--- config.mk ---
export PLATFORM = sky130hd
export DESIGN_NAME = vital_sign_alarm_beeper
export DESIGN_NICKNAME = d
export VERILOG_FILES = /design/src/vsab_pkg.sv /design/src/vital_sign_alarm_beeper.sv
export SDC_FILE = /design/constraint.sdc
export NUM_CORES = 1
export LEC_CHECK = 0
export ABC_AREA = 1
export BUFFER_PORTS_ARGS = -buffer_cell sky130_fd_sc_hd__buf_2
export CORE_MARGIN = 10
export CORE_UTILIZATION = 62
export DETAILED_ROUTE_END_ITERATION = 10
export GPL_TIMING_DRIVEN = 0
export PLACE_DENSITY = 0.89
export SYNTH_ARGS = -nofsm -noshare
export SYNTH_HDL_FRONTEND = slang
export SYNTH_SLANG_ARGS = --single-unit
--- constraint.sdc ---
create_clock -name clk -period 5.4 [get_ports clk]
set_input_delay 0.81 -clock clk [delete_from_list [all_inputs] [get_ports clk]]
set_output_delay 0.81 -clock clk [all_outputs]
set_load 0.02 [all_outputs]
--- src/vsab_pkg.sv ---
// Package for the alarm beep sequencer: widths, register indexes, modes and reset values.
`timescale 1ns / 1ps
`default_nettype none
package vsab_pkg;

	localparam int LIMIT_W      = 8;
	localparam int TONE_W       = 16;
	localparam int HEART_CNT_W  = 2;
	localparam int OXY_CNT_W    = 3;
	localparam int CFG_INDEX_W  = 3;
	localparam int IN_DATA_W    = 2 * LIMIT_W;
	localparam int OUT_DATA_W   = 1 + TONE_W + 1 + 1 + HEART_CNT_W + OXY_CNT_W;

	typedef enum logic [CFG_INDEX_W-1:0] {
		REG_HEART_LOW   = 3'd0,
		REG_HEART_HIGH  = 3'd1,
		REG_OXY_LOW     = 3'd2,
		REG_OXY_HIGH    = 3'd3,
		REG_HEART_TONE  = 3'd4,
		REG_OXY_TONE    = 3'd5
	} cfg_reg_t;

	localparam logic MODE_CHECK = 1'b0;
	localparam logic MODE_TICK  = 1'b1;

	localparam logic [LIMIT_W-1:0] HEART_LOW_RST  = 8'd50;
	localparam logic [LIMIT_W-1:0] HEART_HIGH_RST = 8'd120;
	localparam logic [LIMIT_W-1:0] OXY_LOW_RST    = 8'd90;
	localparam logic [LIMIT_W-1:0] OXY_HIGH_RST   = 8'd100;
	localparam logic [TONE_W-1:0]  HEART_TONE_RST = 16'd100;
	localparam logic [TONE_W-1:0]  OXY_TONE_RST   = 16'd200;

	localparam logic [HEART_CNT_W-1:0] HEART_BEEPS_LOW  = 2'd1;
	localparam logic [HEART_CNT_W-1:0] HEART_BEEPS_HIGH = 2'd2;
	localparam logic [OXY_CNT_W-1:0]   OXY_BEEPS_LOW    = 3'd3;
	localparam logic [OXY_CNT_W-1:0]   OXY_BEEPS_HIGH   = 3'd4;

	typedef struct packed {
		logic                    tone_on;
		logic [TONE_W-1:0]       tone_level;
		logic                    ticking;
		logic                    long_gap;
		logic [HEART_CNT_W-1:0]  heart_cnt;
		logic [OXY_CNT_W-1:0]    oxy_cnt;
	} beep_state_t;

endpackage
`default_nettype wire

--- src/vital_sign_alarm_beeper.sv ---
// Top level of the alarm beep sequencer: input register, next-state logic and result register.
//
// Channel   Direction  Width  Content
// s_axis    in         16+1   tdata: heart_rate, oxygen_level; tuser: mode
// m_axis    out        24     tdata: beeper state after the item
// cfg       in         3+16   register index and write data
//
// An item is held in the input register and then in the result register, which drives m_axis.
// One item is taken per cycle while m_axis does not stall; the rate is set by the single state update per item.
// A stall on m_axis holds the result register and stops the input register from advancing.
// arst_n clears the state, the valid flags and the limits and tones to their defaults.
// Configuration writes are taken in any cycle.
`timescale 1ns / 1ps
`default_nettype none
module vital_sign_alarm_beeper
	import vsab_pkg::*;
(
	input  wire logic                    clk,
	input  wire logic                    arst_n,
	input  wire logic                    s_axis_tvalid,
	output logic                         s_axis_tready,
	// [7:0] heart_rate, [15:8] oxygen_level
	input  wire logic [IN_DATA_W-1:0]    s_axis_tdata,
	// [0] mode
	input  wire logic                    s_axis_tuser,
	output logic                         m_axis_tvalid,
	input  wire logic                    m_axis_tready,
	// [0] tone_on, [16:1] tone_level, [17] ticking, [18] long_gap,
	// [20:19] heart_beeps_left, [23:21] oxygen_beeps_left
	output logic [OUT_DATA_W-1:0]        m_axis_tdata,
	input  wire logic                    cfg_valid,
	output logic                         cfg_ready,
	input  wire logic [CFG_INDEX_W-1:0]  cfg_index,
	input  wire logic [TONE_W-1:0]       cfg_data
);

	logic [LIMIT_W-1:0] heart_low_q, heart_high_q, oxy_low_q, oxy_high_q;
	logic [TONE_W-1:0]  heart_tone_q, oxy_tone_q;

	logic               valid_s1;
	logic               mode_s1;
	logic [LIMIT_W-1:0] heart_rate_s1, oxy_level_s1;

	beep_state_t        state_q, state_nxt;
	logic               out_valid_q;
	logic               advance;

	assign cfg_ready     = 1'b1;
	assign advance       = valid_s1 && (!out_valid_q || m_axis_tready);
	assign s_axis_tready = !valid_s1 || advance;
	assign m_axis_tvalid = out_valid_q;
	assign m_axis_tdata  = {state_q.oxy_cnt, state_q.heart_cnt, state_q.long_gap,
		state_q.ticking, state_q.tone_level, state_q.tone_on};

	always_ff @(posedge clk or negedge arst_n) begin
		if (!arst_n) begin
			heart_low_q  <= HEART_LOW_RST;
			heart_high_q <= HEART_HIGH_RST;
			oxy_low_q    <= OXY_LOW_RST;
			oxy_high_q   <= OXY_HIGH_RST;
			heart_tone_q <= HEART_TONE_RST;
			oxy_tone_q   <= OXY_TONE_RST;
		end else if (cfg_valid && cfg_ready) begin
			case (cfg_reg_t'(cfg_index))
				REG_HEART_LOW:  heart_low_q  <= cfg_data[LIMIT_W-1:0];
				REG_HEART_HIGH: heart_high_q <= cfg_data[LIMIT_W-1:0];
				REG_OXY_LOW:    oxy_low_q    <= cfg_data[LIMIT_W-1:0];
				REG_OXY_HIGH:   oxy_high_q   <= cfg_data[LIMIT_W-1:0];
				REG_HEART_TONE: heart_tone_q <= cfg_data;
				REG_OXY_TONE:   oxy_tone_q   <= cfg_data;
				default: ;
			endcase
		end
	end

	always_ff @(posedge clk or negedge arst_n) begin
		if (!arst_n) begin
			valid_s1 <= 1'b0;
		end else if (s_axis_tready) begin
			valid_s1 <= s_axis_tvalid;
		end
	end

	always_ff @(posedge clk) begin
		if (s_axis_tvalid && s_axis_tready) begin
			mode_s1       <= s_axis_tuser;
			heart_rate_s1 <= s_axis_tdata[LIMIT_W-1:0];
			oxy_level_s1  <= s_axis_tdata[IN_DATA_W-1:LIMIT_W];
		end
	end

	// Next beeper state for the item in the input register.
	always_comb begin
		logic gap_now;
		state_nxt = state_q;
		gap_now   = 1'b0;
		if (mode_s1 == MODE_CHECK) begin
			if (heart_rate_s1 <= heart_low_q) begin
				state_nxt.heart_cnt = HEART_BEEPS_LOW;
			end else if (heart_rate_s1 >= heart_high_q) begin
				state_nxt.heart_cnt = HEART_BEEPS_HIGH;
			end
			if (oxy_level_s1 <= oxy_low_q) begin
				state_nxt.oxy_cnt = OXY_BEEPS_LOW;
			end else if (oxy_level_s1 >= oxy_high_q) begin
				state_nxt.oxy_cnt = OXY_BEEPS_HIGH;
			end
			if (state_nxt.heart_cnt != '0 || state_nxt.oxy_cnt != '0) begin
				state_nxt.long_gap   = 1'b0;
				state_nxt.tone_level = heart_tone_q;
				state_nxt.ticking    = 1'b1;
			end
		end else if (state_q.ticking) begin
			gap_now = state_q.long_gap;
			// The end of the long gap either hands over to the oxygen beeps or stops the timer.
			if (state_q.long_gap) begin
				if (state_q.oxy_cnt != '0) begin
					gap_now = 1'b0;
				end else begin
					state_nxt.ticking = 1'b0;
				end
			end
			state_nxt.long_gap = gap_now;
			if (!gap_now) begin
				if (state_q.heart_cnt != '0) begin
					state_nxt.tone_on = !state_q.tone_on;
					if (state_q.tone_on) begin
						state_nxt.heart_cnt = state_q.heart_cnt - HEART_CNT_W'(1);
						if (state_q.heart_cnt == HEART_CNT_W'(1)) begin
							state_nxt.long_gap = 1'b1;
						end
					end
				end else if (state_q.oxy_cnt != '0) begin
					state_nxt.tone_on = !state_q.tone_on;
					if (!state_q.tone_on) begin
						state_nxt.tone_level = oxy_tone_q;
					end else begin
						state_nxt.oxy_cnt = state_q.oxy_cnt - OXY_CNT_W'(1);
						if (state_q.oxy_cnt == OXY_CNT_W'(1)) begin
							state_nxt.ticking = 1'b0;
						end
					end
				end
			end
		end
	end

	always_ff @(posedge clk or negedge arst_n) begin
		if (!arst_n) begin
			state_q     <= '0;
			out_valid_q <= 1'b0;
		end else begin
			if (advance) begin
				state_q     <= state_nxt;
				out_valid_q <= 1'b1;
			end else if (m_axis_tready) begin
				out_valid_q <= 1'b0;
			end
		end
	end

endmodule
`default_nettype wire
==> metrics, run 1 <==
Final Hold Viols=0; Reg clk slew, reported paths=0.10 ns; Port Buf Inserts=66; Synth async-reset ratio=84.1%; DRT antenna net count=0; Synth Instances=609; critical path, cell by cell=inv_1, ha_1, nand2_1, inv_1, nand2_1, nand2_1, nand2_1, a21oi_2, nand2_2, nor2_2, nand3_2, buf_6, buf_8, nand4_1, nand2_1; commonest non-fill, non-tap cell in the layout=nand2_1; DRT iter0 DRCs=314; # IOs=68; crit-path max cell delay=0.55 ns; Tcrit/Tclk final=44.0%; dpl cells=781; largest net degree at the start of global routing=69; Yosys reg bits=107; H-tree Lvls=3; drt pass-1 iters=6; Post-Route WL=12600 µm; Req. time, crit path=5.67 ns; Crit path buffers/inverters=4; Layout Nets=765; setup bufs post-CTS=0; critical path's top delay family=simple AND/OR/NAND/NOR gates; CTS root buf=clkbuf_8; Die ar.=12700 µm²; Tightest Hold Check Type=in -> async; commonest non-fill, non-tap cells in the layout=178 x nand2_1, 93 x inv_1, 87 x o21ai_0; Post-synth top flop=dfrtp_1; clk buf depth=2; total global routing overflow=0; syn avg cell area=8.74 µm²; vias post-DR=4421; Final Slew Violations=0; fraction of layout cells with a size suffix above 1=17.5%; Antenna diodes=0; Post-CTS Resized=0; Final GP Congestion=0.906; FP Rows=33; crit path max fanout=10; Skew-Pair Late Insertion Delay=0.38 ns; total track usage=20.2%; CTS tree=yes; fin crit period=2.37 ns; Worst Tran Pin Value=0.727 ns; placeable core area=8300 µm²; critical path arrival=2.64 ns; maximum VDD drop=0.243 mV; Die H=113 µm; Seq/Total Area, Yosys=52.4%; Final setup violation count=0; final non-filler cell total=797; cell area after synthesis=5320 µm²; Area Growth Syn to Fin=13.3%; setup TNS=0 ns; dpl ws=3.14 ns; Final Skew=0.0106 ns; critical path's slowest cell=dfstp_2; Mapped Nets=687; max-cap violation count=0; PwrDens=404 nW/µm²; RSZ-0062 raised after global routing=no; yosys warns=0; Cell variety after synth=33; DP HPWL=9360 µm; Crit. End Element=flop; initial antenna violation count=0; outcome=complete, no violations; number of global-route vias before repair=4596; Most common cell on crit path=nand2_1; Initial Util=64.1%; total CTS buffers=9; fin worst setup slack=3.03 ns; Via density=5.55; WL/cell=15.8 µm; slew margin rel.=51.5%; drt drc=0; maximum clock rate=421 MHz; Leak=3.15 nW; first-pass GRT wire length=21200 µm; Post-CTS Hold Buffers=0; crit path kind=reg -> reg; Die X=113 µm; Post-synth EDFFs=17; CTS sink cnt=107; Worst setup SP type=flop
-- per-stage QoR --
step                util, %  area [µm²]  power [mW]  hold slack (ns)
finish                 72.7        6030        2.44            0.322
detailed placement     70.0        5810        1.91            0.453
CTS                    72.7        6030        2.43            0.331
global placement       69.7        5780        1.85            0.453
global route           72.7        6030        2.60            0.338
floorplan                 -        5320        1.64            0.453
-- worst paths after layout --
| kind | from | end | slack, ns | depth (start not counted) |
|---|---|---|---|---|
| worst max register to register | oxy_low_q[3] | m_axis_tdata[7] | 3.03 | 15 |
| worst min-delay path | arst_n | m_axis_tdata[20] | 0.32 | 1 |
| worst max-delay path | oxy_low_q[3] | m_axis_tdata[7] | 3.03 | 15 |
| max in group asynchronous | arst_n | oxy_tone_q[3] | 4.41 | 2 |
| worst min register to register | m_axis_tdata[9] | m_axis_tdata[9] | 0.47 | 2 |
| min in group clk | m_axis_tdata[9] | m_axis_tdata[9] | 0.47 | 2 |
-- where the power goes --
group          leakage (nW)  switching [mW]  total [mW]  internal [mW]
sequential             1.26           0.121        1.14           1.02
combinational          1.78           0.498       0.770          0.272
clock                 0.108           0.281       0.528          0.246
total                  3.15           0.901        2.44           1.53
-- worst reg2reg max path, stage by stage, from the launching register on --
cell and delay [ns]:
dfstp_2 0.55, inv_1 0.04, ha_1 0.29, nand2_1 0.08
inv_1 0.06, nand2_1 0.05, nand2_1 0.05, nand2_1 0.06
a21oi_2 0.26, nand2_2 0.10, nor2_2 0.11, nand3_2 0.13
buf_6 0.17, buf_8 0.14, nand4_1 0.09, nand2_1 0.07
-- state kept, by name, indices dropped and copies added (netlist names) --
name	cells
heart_high_q	8
heart_low_q	8
heart_rate_s1	8
heart_tone_q	16
m_axis_tdata	24
m_axis_tvalid	1
mode_s1	1
oxy_high_q	8
oxy_level_s1	8
oxy_low_q	8
oxy_tone_q	16
valid_s1	1
-- kinds of logic (layout without fill, tap and decap cells) --
logic type / Yosys count / after routing / synth area share (%)
buffers and inverters: 115 / 198 / 8.91
DFF: 107 / 107 / 52.4
AOI/OAI and AO/OA: 114 / 114 / 11.5
other: 1 / 1 / 0.0705
xor gates and xnor gates: 2 / 2 / 0.329
adders and majority gates: 37 / 37 / 8.70
and+or+nand+nor: 233 / 233 / 18.1
-- metal layers --
layer / global-route usage, % / up-vias / part of all wire (%)
li1: - / 2109 / -
met1: 22.9 / 2126 / 40
met2: 36.0 / 156 / 52
met3: 4.85 / 30 / 6.3
met4: 7.11 / 0 / 2.2
met5: 0 / - / 0
-- area by class of cell --
class / count / area [µm²]
plain buffers: 20 / 118
clock buffers: 11 / 151
clock inverters: 5 / 66.3
fillers: 606 / 2270
inverters: 95 / 357
multi-input cells: 387 / 2060
flip-flops and latches: 107 / 2790
well taps: 105 / 131
repair buffers: 67 / 360
-- synthesized netlist by cell type (3+ instances only) --
cell type	count	area, µm²
dfrtp_1	70	1750
a31oi_1	4	25.0
edfxtp_1	17	510
inv_1	93	349
a21oi_1	10	50.1
nand2_1	178	668
buf_6	3	33.8
nand4_1	20	125
nand3_2	3	30.0
o21ai_0	87	435
dfstp_2	20	526
ha_1	37	463
nand3_1	9	45.0
clkbuf_1	13	48.8
nor2_1	20	75.1
Note: power is estimated with default switching activity, not from simulation.
==> run 2, diff against run 1 <==
Settings changed: CORE_UTILIZATION 62 to 52, PLACE_DENSITY 0.89 to 0.8.
Clock period 5.4 ns to 1.95 ns, I/O delays scaled along.
==> run 2 against run 1 <==
  * Final cell count up 5.6%
  * Count of clock-buffer cells in the layout unchanged
  * Clock skew down 0.0016 ns
  * Clock power rose to 2.5 times the previous value
  * Flip-flop and latch count unchanged
  * Hold slack worse by 0.23 ns
  * Wire length up 4.7%
  * Die area up 16%
  * The flow now finishes with violations (setup timing)
  * Critical path depth down 1
  * Register-to-register slack worse by 3.3 ns
  * Combinational power rose to 3.3 times the previous value
==> metrics, run 2 (synthesized netlist as in run 1, its figures left out) <==
setup TNS=-3.89 ns (-3.89 ns); RSZ-0062 raised after global routing=yes; Skew-Pair Late Insertion Delay=0.37 ns (about the same); Worst Tran Pin Value=0.640 ns (-0.0876 ns); maximum VDD drop=0.474 mV (+94%); Die ar.=14700 µm² (+16%); commonest non-fill, non-tap cell in the layout=nand2_1; Leak=3.26 nW (+3.5%); Worst setup SP type=flop; CTS sink cnt=107 (unchanged); failing checks=setup timing; critical path's top delay family=simple AND/OR/NAND/NOR gates; Clock power frac=19.0% (-2.7 points); Final GP Congestion=0.940 (+3.7%); Tightest Hold Check Type=in -> reg; FP Rows=36 (+9.1%); DRT iter0 DRCs=298 (-5.1%); CTS root buf=clkbuf_8; Reg power frac=45.0% (-1.7 points); first-pass GRT wire length=21000 µm (-0.98%); clk buf depth=2 (unchanged); PwrDens=1080 nW/µm² (+170%); placeable core area=9860 µm² (+19%); Final setup violation count=20 (+20); drt drc=0 (unchanged); fraction of layout cells with a size suffix above 1=25.7% (+8.2 points); Largest register FFs=24 (unchanged); crit-path max cell delay=0.50 ns (-0.05 ns); Sw Share=37.5% (+0.51 points); Port Buf Inserts=66 (unchanged); critical path, cell by cell=ha_4, inv_1, o21bai_1, nand2_1, nand2_1, nand2_2, nand4_1, nand2_1, inv_1, nand3_2, buf_6, clkbuf_16, nand4_1, nand2_1; Crit path buffers/inverters=4 (unchanged); Filler Cell Count=757 (+25%); dpl ws=-0.260 ns (-3.40 ns); net switching power=2.62 mW (+190%); commonest non-fill, non-tap cells in the layout=166 x nand2_1, 84 x inv_1, 82 x o21ai_0; DRT antenna net count=0 (unchanged); total global routing overflow=0 (unchanged); Crit. End Element=flop; critical path arrival=2.47 ns (-0.17 ns); combinational share of power=36.0% (+4.4 points); largest net degree at the start of global routing=77 (+12%); Crit. Startpoint=heart_rate_s1[1]; Initial Util=53.9% (-10 points); Critical Path Stages=14 (-1); Final Slew Violations=0 (unchanged); DP HPWL=9230 µm (-1.4%); r2r setup slk=-0.24 ns (-3.27 ns); H-tree Lvls=3 (unchanged); Reg clk slew, reported paths=0.10 ns (about the same); Area Growth Syn to Fin=21.2%; CTS tree=yes; Via density=5.22 (-5.9%); # IOs=68 (unchanged); number of global-route vias before repair=4480 (-2.5%); critical path's slowest cell=edfxtp_1; Tcrit/Tclk final=113% (+69 points); outcome=finished, violations left; total CTS buffers=9 (unchanged); Layout Nets=782 (+2.2%); Antenna diodes=0 (unchanged); Post-Route WL=13100 µm (+4.7%); Reg2Reg Depth=14 (-1); Layout Utilization=65.3% (-7.3 points); cell-internal power=4.37 mW (+180%); fin worst setup slack=-0.244 ns (-3.27 ns); slew margin rel.=57.3% (+5.8 points); WL/cell=15.6 µm (-0.93%); Final Skew=0.00900 ns (-0.00160 ns); crit path max fanout=7 (-3); Total Power=6.99 mW (+190%); CP endpoint=m_axis_tdata[15]; drt pass-1 iters=5 (-1); vias post-DR=4395 (-0.59%); Most common cell on crit path=nand2_1; Die X=121 µm (+7.6%); fin crit period=2.19 ns (-0.181 ns); Req. time, crit path=2.22 ns (-3.45 ns); Die H=121 µm (+7.6%); Crit Reg-Reg Startpoint=heart_rate_s1[1]; total track usage=17.6% (-2.5 points); RR Endpoint=m_axis_tdata[15]; max-cap violation count=0 (unchanged); initial antenna violation count=0 (unchanged); Final Hold Viols=0 (unchanged); maximum clock rate=456 MHz (+8.3%); crit path kind=reg -> reg
[run 2: changes by cell type in the layout (fill, tap and decap cells not counted), sizes merged]
cell / change
clkinv: +3
inv: -1
buf: +15
dlygate4sd3: +1
bufinv: -1
clkbuf: +1
clkinvlp: -1
[run 2: how the worst min path moves through the flow]
stage,start,slack [ns],cells after the start,end
after global routing,s_axis_tdata[9],0.08,1,oxy_level_s1[1]
after detailed placement,arst_n,0.16,1,m_axis_tdata[12]
after global placement,m_axis_tdata[13],0.45,2,m_axis_tdata[13]
final,s_axis_tdata[2],0.09,1,heart_rate_s1[2]
after CTS,s_axis_tdata[1],0.08,1,heart_rate_s1[1]
after floorplan,arst_n,-0.003,0,heart_high_q[0]
[run 2: metal layers]
layer | global-route usage [%] | part of all wire, %
met3 | 4.98 | 7.1
met2 | 30.0 | 50
met1 | 21.1 | 40
met4 | 5.66 | 2.4
met5 | 0 | 0
[run 2: power by group through the flow]
stage	registers, mW	logic [mW]	clock network (mW)
4_1_cts	3.13	2.33	1.34
5_1_grt	3.21	2.82	1.45
2_1_floorplan	3.35	1.20	0
3_5_place_dp	3.16	2.11	0
3_3_place_gp	3.13	1.99	0
6_report	3.15	2.51	1.33
[run 2: repair_timing]
action / 4_1_cts / 5_1_grt
gates resized for setup: 26 / 31
setup endpoints to repair: 18 / 23
buffers inserted: 12 / 4
hold endpoints to repair: 14 / 0
hold buffers: 1 / 0
pin swaps: 22 / 21
gates cloned: 0 / 1
[run 2: cell type report]
type | count | area (µm²) | share of cell area [%]
plain buffers | 20 | 118 | 1.82
clock buffers | 11 | 151 | 2.35
clock inverters | 5 | 43.8 | 0.679
inverters | 95 | 357 | 5.53
multi-input cells | 387 | 2290 | 35.5
flip-flops and latches | 107 | 2790 | 43.2
well taps | 133 | 166 | 2.58
repair buffers | 84 | 536 | 8.31
[run 2: through the flow]
step / instances / instance area (µm²) / hold slack, ns
after CTS: 838 / 6290 / 0.0835
after floorplan: 609 / 5320 / -0.00309
after detailed placement: 809 / 5850 / 0.164
after global placement: 808 / 5820 / 0.449
after global routing: 842 / 6450 / 0.0766
final: 842 / 6450 / 0.0914
